## config.mk

```make
export PLATFORM = sky130hd
export DESIGN_NAME = serial_command_deframer
export DESIGN_NICKNAME = d
export VERILOG_FILES = /design/src/hw/rtl/scd_pkg.sv /design/src/hw/rtl/serial_command_deframer.sv /design/src/hw/rtl/scd_cfg_regs.sv /design/src/hw/rtl/scd_decoder.sv /design/src/hw/rtl/scd_emitter.sv
export SDC_FILE = /design/constraint.sdc
export NUM_CORES = 1
export LEC_CHECK = 0
export ABC_AREA = 1
export BUFFER_PORTS_ARGS = -buffer_cell sky130_fd_sc_hd__buf_2
export CAP_MARGIN = 20
export CORE_MARGIN = 2
export CORE_UTILIZATION = 32
export CTS_BUF_LIST = sky130_fd_sc_hd__clkbuf_16
export DETAILED_ROUTE_END_ITERATION = 10
export HOLD_SLACK_MARGIN = 0.03
export PLACE_DENSITY = 0.46
export SLEW_MARGIN = 20
export SYNTH_ARGS = -nofsm -noshare
export SYNTH_HDL_FRONTEND = slang
export SYNTH_SLANG_ARGS = --single-unit
```

## constraint.sdc

```tcl
create_clock -name clk -period 4.1 [get_ports clk]
set_input_delay 0.205 -clock clk [delete_from_list [all_inputs] [get_ports clk]]
set_output_delay 0.205 -clock clk [all_outputs]
set_load 0.03 [all_outputs]
```

## src/hw/rtl/scd_pkg.sv

```systemverilog
// Shared types and constants for the serial command deframer.
// No dependencies; every other file of the block imports this package.
package scd_pkg;

	localparam int BYTE_W   = 8;
	localparam int CODE_W   = 16;
	localparam int LEN_W    = 31;
	localparam int LEN_RX_W = 32;
	localparam int CFG_IDX_W = 3;
	localparam int BEAT_W   = 3;

	localparam logic [BYTE_W-1:0] SYNC_BYTE = 8'h00;
	localparam logic [BEAT_W-1:0] ECHO_BEATS = 3'd4;

	typedef enum logic [1:0] {
		PH_HUNT = 2'd0,
		PH_CODE = 2'd1,
		PH_LEN  = 2'd2,
		PH_DATA = 2'd3
	} phase_t;

	typedef enum logic [1:0] {
		KIND_CMD     = 2'd0,
		KIND_PAYLOAD = 2'd1,
		KIND_ECHO    = 2'd2,
		KIND_ERROR   = 2'd3
	} kind_t;

	typedef enum logic [CFG_IDX_W-1:0] {
		CFG_FIRST_COMMAND = 3'd0,
		CFG_MAX_COMMAND   = 3'd1,
		CFG_DATA_CODE_A   = 3'd2,
		CFG_DATA_CODE_B   = 3'd3,
		CFG_DATA_CODE_C   = 3'd4
	} cfg_idx_t;

	localparam logic ERR_BAD_CODE = 1'b0;
	localparam logic ERR_BAD_SIZE = 1'b1;

	typedef struct packed {
		logic [CODE_W-1:0] first_command;
		logic [CODE_W-1:0] max_command;
		logic [CODE_W-1:0] data_code_a;
		logic [CODE_W-1:0] data_code_b;
		logic [CODE_W-1:0] data_code_c;
	} cfg_t;

	// One burst of results: a head result, optionally followed by the echo bytes.
	typedef struct packed {
		kind_t             kind;
		logic [CODE_W-1:0] code;
		logic [LEN_W-1:0]  len;
		logic [BYTE_W-1:0] data;
		logic              err;
		logic              echo;
	} desc_t;

endpackage

```

## src/hw/rtl/serial_command_deframer.sv

```systemverilog
// Top level of the serial command deframer: config registers, parser, emitter.
// Depends on scd_pkg, scd_cfg_regs, scd_decoder and scd_emitter.
//
//   channel  handshake               payload
//   input    in_valid / in_ready     rx_byte
//   output   out_valid / out_ready   out_kind, command_code, payload_length,
//                                    data_byte, error_code, last_of_run
//   config   cfg_valid / cfg_ready   cfg_index, cfg_data
//
// A received word passes the input register and then the combinational parser, so one word
// per cycle is taken while the result register is free or the word yields no result; its
// first result is offered from the result register. A word that completes a valid frame
// yields five results, one per cycle from the result register while out_ready is high. A
// word that needs the result register meanwhile waits in the input register until the
// burst is through. Reset clears all frame state to hunting; the config port is always
// ready. A stall on the output backs up through the input register to in_ready.
module serial_command_deframer (
	input  logic                           clk,
	input  logic                           arst_n,
	input  logic                           in_valid,
	output logic                           in_ready,
	input  logic [scd_pkg::BYTE_W-1:0]     rx_byte,
	output logic                           out_valid,
	input  logic                           out_ready,
	output logic [1:0]                     out_kind,
	output logic [scd_pkg::CODE_W-1:0]     command_code,
	output logic [scd_pkg::LEN_W-1:0]      payload_length,
	output logic [scd_pkg::BYTE_W-1:0]     data_byte,
	output logic                           error_code,
	output logic                           last_of_run,
	input  logic                           cfg_valid,
	output logic                           cfg_ready,
	input  logic [scd_pkg::CFG_IDX_W-1:0]  cfg_index,
	input  logic [scd_pkg::CODE_W-1:0]     cfg_data
);
	import scd_pkg::*;

	cfg_t  cfg;
	desc_t emit_desc;
	logic  emit_load, emit_free;

	scd_cfg_regs u_cfg (
		.clk       (clk),
		.arst_n    (arst_n),
		.cfg_valid (cfg_valid),
		.cfg_ready (cfg_ready),
		.cfg_index (cfg_index),
		.cfg_data  (cfg_data),
		.cfg       (cfg)
	);

	scd_decoder u_dec (
		.clk       (clk),
		.arst_n    (arst_n),
		.in_valid  (in_valid),
		.in_ready  (in_ready),
		.rx_byte   (rx_byte),
		.cfg       (cfg),
		.emit_free (emit_free),
		.emit_load (emit_load),
		.emit_desc (emit_desc)
	);

	scd_emitter u_emit (
		.clk            (clk),
		.arst_n         (arst_n),
		.load           (emit_load),
		.desc           (emit_desc),
		.free           (emit_free),
		.out_valid      (out_valid),
		.out_ready      (out_ready),
		.out_kind       (out_kind),
		.command_code   (command_code),
		.payload_length (payload_length),
		.data_byte      (data_byte),
		.error_code     (error_code),
		.last_of_run    (last_of_run)
	);

endmodule

```

## src/hw/rtl/scd_cfg_regs.sv

```systemverilog
// Configuration register file of the serial command deframer.
// Depends on scd_pkg for the register index codes and the cfg_t struct.
module scd_cfg_regs (
	input  logic                           clk,
	input  logic                           arst_n,
	input  logic                           cfg_valid,
	output logic                           cfg_ready,
	input  logic [scd_pkg::CFG_IDX_W-1:0]  cfg_index,
	input  logic [scd_pkg::CODE_W-1:0]     cfg_data,
	output scd_pkg::cfg_t                  cfg
);
	import scd_pkg::*;

	cfg_t cfg_q;

	assign cfg_ready = 1'b1;
	assign cfg       = cfg_q;

	always_ff @(posedge clk or negedge arst_n) begin
		if (!arst_n) begin
			cfg_q <= '0;
		end else if (cfg_valid && cfg_ready) begin
			case (cfg_idx_t'(cfg_index))
				CFG_FIRST_COMMAND: cfg_q.first_command <= cfg_data;
				CFG_MAX_COMMAND:   cfg_q.max_command   <= cfg_data;
				CFG_DATA_CODE_A:   cfg_q.data_code_a   <= cfg_data;
				CFG_DATA_CODE_B:   cfg_q.data_code_b   <= cfg_data;
				CFG_DATA_CODE_C:   cfg_q.data_code_c   <= cfg_data;
				default: ;
			endcase
		end
	end

endmodule

```

## src/hw/rtl/scd_decoder.sv

```systemverilog
// Input register and frame parser of the serial command deframer.
// Depends on scd_pkg; hands at most one result burst descriptor per byte to the emitter.
module scd_decoder (
	input  logic                        clk,
	input  logic                        arst_n,
	input  logic                        in_valid,
	output logic                        in_ready,
	input  logic [scd_pkg::BYTE_W-1:0]  rx_byte,
	input  scd_pkg::cfg_t               cfg,
	input  logic                        emit_free,
	output logic                        emit_load,
	output scd_pkg::desc_t              emit_desc
);
	import scd_pkg::*;

	logic                s1_valid_q;
	logic [BYTE_W-1:0]   byte_s1;

	phase_t              phase_q, phase_d;
	logic                zero_run_q, zero_run_d;
	logic [1:0]          idx_q, idx_d;
	logic [CODE_W-1:0]   cmd_q, cmd_d;
	logic [LEN_RX_W-1:0] len_q, len_d;
	logic [LEN_W-1:0]    rem_q, rem_d;

	logic [CODE_W-1:0]   code_full;
	logic [LEN_RX_W-1:0] len_full;
	logic                code_bad, code_data, len_bad, rem_last;
	logic                has_res, fire;
	desc_t               desc;

	assign code_full = {cmd_q[CODE_W-1:BYTE_W], byte_s1};
	assign len_full  = {len_q[LEN_RX_W-BYTE_W-1:0], byte_s1};
	assign code_bad  = (code_full < cfg.first_command) || (code_full > cfg.max_command);
	assign code_data = (code_full == cfg.data_code_a) || (code_full == cfg.data_code_b) ||
		(code_full == cfg.data_code_c);
	assign len_bad   = (len_full == '0) || len_full[LEN_RX_W-1];
	// The count never starts at zero, so one or zero left means this is the last byte.
	assign rem_last  = (rem_q[LEN_W-1:1] == '0);

	assign fire      = s1_valid_q && (!has_res || emit_free);
	assign in_ready  = !s1_valid_q || fire;
	assign emit_load = fire && has_res;
	assign emit_desc = desc;

	always_comb begin
		phase_d = phase_q;
		case (phase_q)
			PH_HUNT: begin
				if (byte_s1 == SYNC_BYTE && zero_run_q) phase_d = PH_CODE;
			end
			PH_CODE: begin
				if (idx_q != 2'd0) begin
					if (code_bad)       phase_d = PH_HUNT;
					else if (code_data) phase_d = PH_LEN;
					else                phase_d = PH_HUNT;
				end
			end
			PH_LEN: begin
				if (idx_q == 2'd3) phase_d = len_bad ? PH_HUNT : PH_DATA;
			end
			PH_DATA: begin
				if (rem_last) phase_d = PH_HUNT;
			end
			default: phase_d = PH_HUNT;
		endcase
	end

	always_comb begin
		zero_run_d = zero_run_q;
		idx_d      = idx_q;
		cmd_d      = cmd_q;
		len_d      = len_q;
		rem_d      = rem_q;
		has_res    = 1'b0;
		desc.kind  = KIND_CMD;
		desc.code  = cmd_q;
		desc.len   = '0;
		desc.data  = '0;
		desc.err   = ERR_BAD_CODE;
		desc.echo  = 1'b0;
		case (phase_q)
			PH_HUNT: begin
				if (byte_s1 == SYNC_BYTE) begin
					zero_run_d = !zero_run_q;
					if (zero_run_q) idx_d = 2'd0;
				end else begin
					zero_run_d = 1'b0;
				end
			end
			PH_CODE: begin
				if (idx_q == 2'd0) begin
					cmd_d = {byte_s1, {BYTE_W{1'b0}}};
					idx_d = 2'd1;
				end else begin
					cmd_d     = code_full;
					desc.code = code_full;
					if (code_bad) begin
						has_res   = 1'b1;
						desc.kind = KIND_ERROR;
					end else if (code_data) begin
						idx_d = 2'd0;
						len_d = '0;
					end else begin
						has_res   = 1'b1;
						desc.echo = 1'b1;
					end
				end
			end
			PH_LEN: begin
				len_d = len_full;
				idx_d = idx_q + 2'd1;
				if (idx_q == 2'd3) begin
					has_res = 1'b1;
					if (len_bad) begin
						desc.kind = KIND_ERROR;
						desc.err  = ERR_BAD_SIZE;
					end else begin
						rem_d    = len_full[LEN_W-1:0];
						desc.len = len_full[LEN_W-1:0];
					end
				end
			end
			PH_DATA: begin
				has_res   = 1'b1;
				desc.kind = KIND_PAYLOAD;
				desc.len  = len_q[LEN_W-1:0];
				desc.data = byte_s1;
				desc.echo = rem_last;
				if (rem_q != '0) rem_d = rem_q - LEN_W'(1);
			end
			default: ;
		endcase
	end

	always_ff @(posedge clk or negedge arst_n) begin
		if (!arst_n) begin
			s1_valid_q <= 1'b0;
		end else if (in_ready) begin
			s1_valid_q <= in_valid;
		end
	end

	always_ff @(posedge clk) begin
		if (in_ready && in_valid) byte_s1 <= rx_byte;
	end

	always_ff @(posedge clk or negedge arst_n) begin
		if (!arst_n) begin
			phase_q    <= PH_HUNT;
			zero_run_q <= 1'b0;
			idx_q      <= 2'd0;
			cmd_q      <= '0;
			len_q      <= '0;
			rem_q      <= '0;
		end else if (fire) begin
			phase_q    <= phase_d;
			zero_run_q <= zero_run_d;
			idx_q      <= idx_d;
			cmd_q      <= cmd_d;
			len_q      <= len_d;
			rem_q      <= rem_d;
		end
	end

`ifndef SYNTHESIS
	a_data_count: assert property (@(posedge clk) disable iff (!arst_n)
		phase_q == PH_DATA |-> rem_q != '0)
		else $error("payload phase with an empty byte count");
	a_zero_run_hunt: assert property (@(posedge clk) disable iff (!arst_n)
		zero_run_q |-> phase_q == PH_HUNT)
		else $error("sync zero run held outside hunting");
	a_phase_hold: assert property (@(posedge clk) disable iff (!arst_n)
		!s1_valid_q |=> $stable(phase_q))
		else $error("phase changed without a word in the input register");
`endif

endmodule

```

## src/hw/rtl/scd_emitter.sv

```systemverilog
// Result register and echo sequencer of the serial command deframer.
// Depends on scd_pkg; plays out a head result and up to four echo words.
module scd_emitter (
	input  logic                        clk,
	input  logic                        arst_n,
	input  logic                        load,
	input  scd_pkg::desc_t              desc,
	output logic                        free,
	output logic                        out_valid,
	input  logic                        out_ready,
	output logic [1:0]                  out_kind,
	output logic [scd_pkg::CODE_W-1:0]  command_code,
	output logic [scd_pkg::LEN_W-1:0]   payload_length,
	output logic [scd_pkg::BYTE_W-1:0]  data_byte,
	output logic                        error_code,
	output logic                        last_of_run
);
	import scd_pkg::*;

	logic              valid_q;
	logic [BEAT_W-1:0] beat_q;
	desc_t             desc_q;
	logic              out_fire, last;

	assign out_fire = valid_q && out_ready;
	assign last     = (beat_q == '0 && !desc_q.echo) || (beat_q == ECHO_BEATS);
	assign free     = !valid_q || (out_fire && last);

	assign out_valid      = valid_q;
	assign command_code   = desc_q.code;
	assign payload_length = desc_q.len;
	assign last_of_run    = last;

	always_comb begin
		out_kind   = KIND_ECHO;
		data_byte  = '0;
		error_code = 1'b0;
		// Echo words are 00 00 code-high code-low.
		case (beat_q)
			3'd0: begin
				out_kind   = desc_q.kind;
				data_byte  = desc_q.data;
				error_code = desc_q.err;
			end
			3'd3:    data_byte = desc_q.code[CODE_W-1:BYTE_W];
			3'd4:    data_byte = desc_q.code[BYTE_W-1:0];
			default: data_byte = SYNC_BYTE;
		endcase
	end

	always_ff @(posedge clk or negedge arst_n) begin
		if (!arst_n) begin
			valid_q <= 1'b0;
			beat_q  <= '0;
		end else if (load) begin
			valid_q <= 1'b1;
			beat_q  <= '0;
		end else if (out_fire) begin
			if (last) begin
				valid_q <= 1'b0;
				beat_q  <= '0;
			end else begin
				beat_q <= beat_q + BEAT_W'(1);
			end
		end
	end

	always_ff @(posedge clk) begin
		if (load) desc_q <= desc;
	end

`ifndef SYNTHESIS
	a_echo_only: assert property (@(posedge clk) disable iff (!arst_n)
		valid_q && beat_q != '0 |-> desc_q.echo)
		else $error("echo word sent for a burst without echo");
	a_echo_head: assert property (@(posedge clk) disable iff (!arst_n)
		valid_q && desc_q.echo |-> desc_q.kind == KIND_CMD || desc_q.kind == KIND_PAYLOAD)
		else $error("echo attached to an error result");
	a_burst_restart: assert property (@(posedge clk) disable iff (!arst_n)
		out_fire && last |=> beat_q == '0)
		else $error("burst did not restart at its head word");
`endif

endmodule

```

### Word-level counts from Yosys, hierarchy flattened

Cells that the tools add are included.

| cells by class | value |
|---|---|
| $add $sub $neg | 3 |
| magnitude comparators | 2 |
| equal/unequal tests | 26 |
| multiplexer cells | 51 |
| reduce and logical (&&, ||, !) cells | 48 |

Operators with widths:

| kind | count |
|---|---|
| $mux 31 | 8 |
| $pmux 31 s2 | 3 |
| $eq 16x16->1 | 3 |
| $logic_not 32->1 | 1 |
| $mux 2 | 16 |
| $reduce_bool 31->1 | 1 |
| $sub 31x1->31 const B | 1 |
| $logic_not 30->1 | 1 |
| $pmux 8 s3 | 1 |
| $mux 18 | 1 |
| $reduce_and 2->1 | 9 |
| $gt 16x16->1 | 1 |
| $lt 16x16->1 | 1 |
| $mux 16 | 1 |
| $ne 2x1->1 const B | 8 |
| $reduce_and 5->1 | 3 |
| $mux 1 | 12 |
| $pmux 2 s3 | 2 |
| $reduce_bool 2->1 | 5 |
| $eq 3x2->1 const B | 3 |
| $mux 3 | 3 |
| $logic_not 8->1 | 1 |
| $logic_or 1x1->1 | 8 |
| $mux 8 | 1 |
| 19 further kinds | 36 |

| storage, ports and cells | value |
|---|---|
| register bits after elaboration | 235 |
| input port bits | 32 |
| output and inout port bits | 62 |

### Depth between registers and ports, before layout

Gate-level depths: netlist of run 1.

| depth | value |
|---|---|
| word-level depth | 13 |
| gate-level depth with buffers | 21 |
| depth with buffers taken out | 19 |

### Hierarchy

A second synthesis of run 1 with hierarchy kept.

| unflattened totals | value |
|---|---|
| cell total of the unflattened synthesis | 1688 |
| area total of the unflattened synthesis | 13435.4 um^2 |

By module, submodules not included:

| module | instances | cells each | area an instance (um^2) |
|---|---|---|---|
| scd_decoder | 1 | 1133 | 7524.7 |
| scd_cfg_regs | 1 | 358 | 3255.6 |
| scd_emitter | 1 | 197 | 2655.0 |

### Worst setup path before layout of run 1

Ideal clock, no wire load.

| timing | value |
|---|---|
| path kind | reg-to-reg |
| start point | register u_dec.phase_q[1] |
| end point | register u_emit.desc_q, in the netlist u_emit.command_code[0], enable pin |
| library setup time | 413 ps |
| arrival time | 2804 ps |
| required time | 3687 ps |
| path slack | 883 ps |
| cell stages (with the launch flop) | 10 |
| path buffers | 1 |
| period minus slack after synthesis | 3217 ps |
| cell sequence | dfrtp_1 > inv_1 > ha_1 > inv_1 > nor2_1 > clkbuf_1 > nand2_2 > nand3_2 > nand4_1 > inv_1 |

| between the ends | value |
|---|---|
| longest elaborated chain between the ends | 6 |
| elaborated cells on any way between the ends | 8 |
| those cells by class | eq/ne (3); mux (1); reduce/logical (4) |

RTL lines:

| element | RTL line | text |
|---|---|---|
| start, declared | scd_decoder.sv:19 | `phase_t phase_q, phase_d;` |
| start signal, assigned | scd_decoder.sv:157 | `phase_q <= phase_d;` |
| $eq 2x2->1 or $eq 2x1->1 (tied branches) | scd_decoder.sv:82 | `case (phase_q)` |
| $pmux 1 s3 (*) | scd_decoder.sv:82 |  |
| $logic_not 1->1 | scd_decoder.sv:41 | `assign fire = s1_valid_q && (!has_res \|\| emit_free);` |
| $logic_or 1x1->1 | scd_decoder.sv:41 |  |
| $logic_and 1x1->1 | scd_decoder.sv:41 |  |
| $logic_and 1x1->1 (*) | scd_decoder.sv:43 | `assign emit_load = fire && has_res;` |
| net emit_load | serial_command_deframer.sv:40 | `logic emit_load, emit_free;` |
| end signal, assigned | scd_emitter.sv:69 | `if (load) desc_q <= desc;` |
| end, declared | scd_emitter.sv:22 | `desc_t desc_q;` |

The timed path passes the listed nets; every way through them passes the cells marked *.
A chain may end at the register's enable or synchronous reset.

### Final worst setup path of run 1

| timing | value |
|---|---|
| start point | register u_dec.byte_s1[3] |
| end point | register u_dec.len_q[28] |

| between the ends | value |
|---|---|
| longest elaborated chain between the ends | 11 |
| elaborated cells on any way between the ends | 18 |
| those cells by class | order compare (2); eq/ne (5); mux (4); reduce/logical (7) |

RTL lines:

| element | RTL line | text |
|---|---|---|
| start, declared | scd_decoder.sv:17 | `logic [BYTE_W-1:0] byte_s1;` |
| start signal, assigned | scd_decoder.sv:145 | `if (in_ready && in_valid) byte_s1 <= rx_byte;` |
| parallel branches: the longest is 10 deep, another holds $lt 16x16->1 | n/a |  |
| $reduce_and 5->1 (no source line) (*) | n/a |  |
| end signal, assigned | scd_decoder.sv:161 | `len_q <= len_d;` |
| end, declared | scd_decoder.sv:23 | `logic [LEN_RX_W-1:0] len_q, len_d;` |

Every way passes the cells marked *.

==> results of run 1 <==
## power by group through the flow
stage,Clock (mW),Combinational (mW),Sequential (mW)
2_1_floorplan,0,1.23,2.93
3_3_place_gp,0,1.67,3.04
3_5_place_dp,0,1.69,3.04
4_1_cts,2.52,1.72,3.00
5_1_grt,2.61,1.93,3.04
6_report,2.45,1.69,3.00
## path summary, 6_finish.rpt
| check | start | end | slack, ps |
|---|---|---|---|
| max in group asynchronous | arst_n | u_dec.rem_q[24]$_DFFE_PN0P_ | 2820 |
| hold reg to reg | u_dec.cmd_q[2]$_DFFE_PN0P_ | u_dec.cmd_q[2]$_DFFE_PN0P_ | 470 |
| min in group asynchronous | arst_n | u_cfg.cfg[45]$_DFFE_PN0P_ | 290 |
| hold / removal | cfg_data[7] | u_cfg.cfg[39]$_DFFE_PN0P_ | 50 |
| setup reg to reg | u_dec.byte_s1[3]$_DFFE_PP_ | u_dec.len_q[28]$_DFFE_PN0P_ | 670 |
| setup / recovery | u_dec.byte_s1[3]$_DFFE_PP_ | u_dec.len_q[28]$_DFFE_PN0P_ | 670 |
## cells in the final DEF (no fill, tap or decap), drive strengths merged
master       Yosys  final
nor3            11     11
inv            194    203
a21boi           1      1
or2              6      6
clkinv           1     12
a21oi           28     28
xnor2           17     17
buf             83    113
dfrtp          168    168
nand4           96     96
nand2          469    469
nor2           101    101
bufinv           0      2
a21o             1      1
a22oi            3      3
dlygate4sd3      0     23
a31oi            2      2
o21ai          143    143
o22ai           25     25
clkbuf          40     30
edfxtp          67     67
xor2            33     33
nor4             6      6
ha              42     42
nand3           43     43
conb             1      1
nand3b           1      1
o21a             1      1
## layout make-up
class,count,area share
flip-flops and latches,235,0.4270
multi-input cells,1030,0.3564
repair buffers,136,0.05955
clock buffers,30,0.05156
inverters,195,0.05044
well taps,525,0.04511
clock inverters,22,0.009968
## flip-flops by register name, summed over array words and instances, names as in the netlist, 3 cells and up
register and flops:
u_cfg.cfg 80, u_dec.byte_s1 8, u_dec.cmd_q 16, u_dec.len_q 31
u_dec.rem_q 31, u_emit.beat_q 3, u_emit.command_code 16, u_emit.desc_q 12
u_emit.payload_length 31
## routing by layer
metal,wire [um],GRT usage
met2,16690,0.2860
met3,1757,0.03109
met4,782,0.04063
met5,0,0
met1,18780,0.2699
## worst min-delay path, stage by stage
cell	delay, ps
buf_2	70
inv_1	110
o21ai_0	180
## logic make-up after synthesis
group                    Yosys count  share of synthesized area
flip-flops                       235                     0.4835
AND/OR/NAND/NOR                  733                     0.2434
buffers and inverters            318                     0.1135
XOR/XNOR                          50                    0.03406
AO/OA/AOI/OAI                    204                    0.08438
other                              1                  0.0002917
adder cells (fa/ha/maj)           42                    0.04088
## repair_timing
item	in CTS	in global routing
endpoints found under the setup margin	0	0
hold endpoints to repair	155	0
resized for setup	0	0
hold buffers	23	0
==> out/metrics.cfg, run 1 <==
[sta]
setup_tns_ps=0
worst_pin_slew_ps=1018
slew_headroom=0.3209
slew_violations=0
rsz0062_at_grt=no
worst_hold_slack_ps=49.18
setup_violations=0
fmax_mhz=291.7
fin_crit_sh=0.8361
skew_ps=15.14
fin_ws_ps=672.2
fin_crit_ps=3428
hold_viol_final=0

[grt]
grt.total_usage=0.1848
antenna_found_initial=0
grt_max_degree=89
grt_overflow=0
grt_pass1_vias=10216
grt_pass1_wl_um=60080

[pwr]
power_density_nw_per_um2=490.1
intPower_mw=4.714
swShare=0.3395
clockPowerShare=0.343
p_seq_frac=0.420
p_sw_mw=2.423
ir_drop_uv=293.0
p_leak_nw=7.475
power_mw=7.137
comb_power_share=0.237

[yosys]
netlist_area_um2=12860
yosys.cell_types.count=40
yosysTopAreaCell=dfrtp_1
syn-num-nets=1657
netlist_top_cells_area=dfrtp_1 33%, edfxtp_1 16%, nand2_1 14%
synth_most_common_cell=nand2_1
synth_top_area_share=0.3270
synthArstFlopShare=0.7149
synthFlopType=dfrtp_1
seq_area_frac_synth=0.4835
synth_area_per_cell_um2=8.121
syn_inst=1583
synth_top_cells_by_count=468 x nand2_1, 186 x inv_1, 168 x dfrtp_1
ys.warnings.count=0
synth-edff-count=67
ys_seq_elements=235

[place]
port_buffers=92
placed_area_um2=13430
gp_congestion=0.8295
hpwl_um=26390
placed_cells=2098
pre_cts_slack_ps=683.1

[worst_hold_path]
whs_path_depth=3
hold_class=in2reg

[clocking]
post-cts-setup-buffer-count=0
cts_root_buf=clkbuf_16
cts_buffers=28
clk_pin_slew_worst_paths_ps=60
clockBufferDepth=3
worstSkewPairLatency_ps=560
clock-sinks=235
cts_tree=yes
ctsHtreeMaxLevel=1

[drt]
drc=0
ant_nets=0
drtIter0Drc=708
routed_wl_um=38010
via_per_inst=4.758
post_drt_wl_per_cell_um=17.49
vias=10339
drt-pass1-iter-count=5

[critical_path]
cpMostUsedCell=nand2_1
arrival_ps=3860
crit_buf_inv=1
cp_max_fo=31
cpPeakStageDelay_ps=780
critPathLaunchType=register
crit_cells=17
critPathCaptureType=register
path_cells=ha_1 -> nand2_1 -> inv_1 -> nand2_1 -> nand2_1 -> nand2_1 -> nand2_1 -> nand2_1 -> nand2_1 -> nand2_1 -> nand2_1 -> nand2_2 -> nand3_2 -> nand3_4 -> nand3_2 -> nand2_1 -> nand2_1
path_class=reg2reg
slowest_stage=edfxtp_1
cp_top_family=simple AND/OR/NAND/NOR gates
reg2reg_depth=17
cp_data_required_time_ps=4540

[cells_and_area]
nFillCells=4193
multi_input_area_um2=5189
layout.cells.non_filler=2173
nNetsFinal=1700
fin_util=0.3665
syn2layout_area_growth_pct=13.26
num_antenna_cells=0
fin_area_um2=14560
seq_area_um2=6217
drive_gt1_frac=0.1050

[floorplan]
start_util=0.3236
die_y_um=204.4
die_area_um2=41790
chipWidth_um=204.4
core_area_um2=39730
rows=73
boundaryPins=94

[status]
run_status=completed

[job]
drv_cap=0

(Power assumes the default switching activity.)
==> run 2, diff against run 1 <==
Settings changed: PLACE_DENSITY 0.46 to 0.47.
Clock period 4.1 ns to 3.1 ns, I/O delays scaled along.
==> out/metrics.cfg, run 2 (synthesis results as in run 1) <==
[status]
run_status=completed

[cells_and_area]
drive_gt1_frac=0.1323  ; +0.02737
num_antenna_cells=0  ; unchanged
nNetsFinal=1737  ; +2.2%
layout_common_cells=466 x nand2_1, 186 x inv_1, 164 x dfrtp_1
syn2layout_area_growth_pct=16.95
final_common_cell=nand2_1
fin_area_um2=15040  ; +3.3%
largest_reg_flops=80  ; unchanged

[sta]
skew_ps=16.96  ; +1.821 ps
fin_crit_sh=0.9288
worst_pin_slew_ps=698.7  ; -318.8 ps
slew_violations=0  ; unchanged
fin_crit_ps=2879
setup_tns_ps=0  ; unchanged
fmax_mhz=347.3
setup_violations=0  ; unchanged
hold_viol_final=0  ; unchanged
slew_headroom=0.5299  ; +0.2090
rsz0062_at_grt=no

[clocking]
cts_tree=yes
clock-sinks=235  ; unchanged
cts_root_buf=clkbuf_16
cts_buffers=28  ; unchanged
clockBufferDepth=3  ; unchanged
ctsHtreeMaxLevel=1  ; unchanged
worstSkewPairLatency_ps=560  ; about the same
clk_pin_slew_worst_paths_ps=70  ; about the same

[critical_path]
critPathCaptureType=output pin
cp_data_required_time_ps=2940  ; -1600 ps
arrival_ps=2720  ; -1140 ps
critPathLaunchType=register
path_class=reg2out
cp_max_fo=4  ; -87%

[floorplan]
core_area_um2=39730  ; unchanged
rows=73  ; unchanged
boundaryPins=94  ; unchanged
die_area_um2=41790  ; unchanged
start_util=0.3236  ; unchanged
chipWidth_um=204.4  ; unchanged
die_y_um=204.4  ; unchanged

[grt]
antenna_found_initial=0  ; unchanged
grt_pass1_vias=10196  ; -0.20%
grt_pass1_wl_um=59730  ; -0.57%
grt.total_usage=0.1836  ; -0.001214
grt_max_degree=68  ; -24%
grt_overflow=0  ; unchanged

[drt]
routed_wl_um=37650  ; -0.95%
via_per_inst=4.763  ; +0.11%
drt-pass1-iter-count=7  ; +2
ant_nets=0  ; unchanged
drc=0  ; unchanged
drtIter0Drc=687  ; -3.0%
vias=10527  ; +1.8%
post_drt_wl_per_cell_um=17.03  ; -2.6%

[pwr]
power_mw=10.08  ; +41%
power_density_nw_per_um2=670.1  ; +37%
p_leak_nw=7.484  ; +0.11%
ir_drop_uv=404.1  ; +38%

[job]
drv_cap=0  ; unchanged

[place]
placed_area_um2=13660  ; +1.7%
hpwl_um=26640  ; +0.97%
port_buffers=92  ; unchanged
gp_congestion=0.8932  ; +7.7%

[worst_hold_path]
hold_class=in2reg

==> run 2: worst paths after layout <==
path | startpoint | cells past startpoint | endpoint | slack [ps]
max | u_dec.cmd_q[15]$_DFFE_PN0P_ | 13 | in_ready | 220
min | out_ready | 6 | u_emit.beat_q[0]$_DFFE_PN0P_ | 60
max reg2reg | u_dec.byte_s1[7]$_DFFE_PP_ | 12 | u_emit.desc_q[58]$_DFFE_PP_ | 300
min reg2reg | u_dec.len_q[28]$_DFFE_PN0P_ | 2 | u_dec.len_q[28]$_DFFE_PN0P_ | 470
max in group asynchronous | arst_n | 3 | u_dec.len_q[28]$_DFFE_PN0P_ | 2210
min in group asynchronous | arst_n | 2 | u_cfg.cfg[76]$_DFFE_PN0P_ | 120
==> run 2: critical path, cell delays in order (launching register included) <==
cell and delay [ps]:
dfrtp_2 420, buf_4 150, ha_1 310, nand4_1 150, a21oi_1 150, nor2_1 50, nand2_1 60, nand2_1 70
nand2_2 110, nand2_2 90, nand3_2 120, nand4_1 110, buf_4 180, clkbuf_4 180
==> run 2: power breakdown <==
group          total [mW]  internal, mW  switching (mW)  leakage [nW]
clock network        3.61          2.23            1.37         0.499
registers            3.92          3.61           0.310          2.75
logic                2.55         0.896            1.65          4.23
==> run 2: what timing repair did <==
item                                    4_1_cts  5_1_grt
setup buffers                                 2        8
resized for setup                             3        4
pin swaps                                     0        1
cloned                                        0        0
hold buffers                                 26        0
endpoints found under the hold margin       162        0
endpoints found under the setup margin        1        1
==> run 2: per-layer routing <==
metal	vias up	share of wire	wire length (um)	global-route usage
li1	5249	-	-	-
met1	4988	0.49	18330	0.2725
met2	245	0.44	16500	0.2782
met3	45	0.054	2040	0.02726
met4	0	0.021	773	0.04736
met5	-	0	0	0
==> run 2: metrics by stage <==
stage | hold WS, ps | cells | setup slack (ps) | util
after CTS | 35.46 | 2201 | 20.66 | 0.3762
after global placement | 155.8 | 2121 | 205.1 | 0.3438
final | 62.47 | 2210 | 220.8 | 0.3784
after detailed placement | 159.6 | 2121 | 213.9 | 0.3438
after global routing | 81.29 | 2210 | 13.02 | 0.3784
after floorplan | -140.6 | 1583 | 196.8 | -
==> run 2: cell type report <==
| class | instances | area (um2) |
|---|---|---|
| well taps | 525 | 656.9 |
| repair buffers | 173 | 1212 |
| clock buffers | 28 | 700.7 |
| multi-input cells | 1030 | 5196 |
| fillers | 4166 | 24700 |
| clock inverters | 24 | 310.3 |
| inverters | 195 | 738.2 |
| flip-flops and latches | 235 | 6221 |
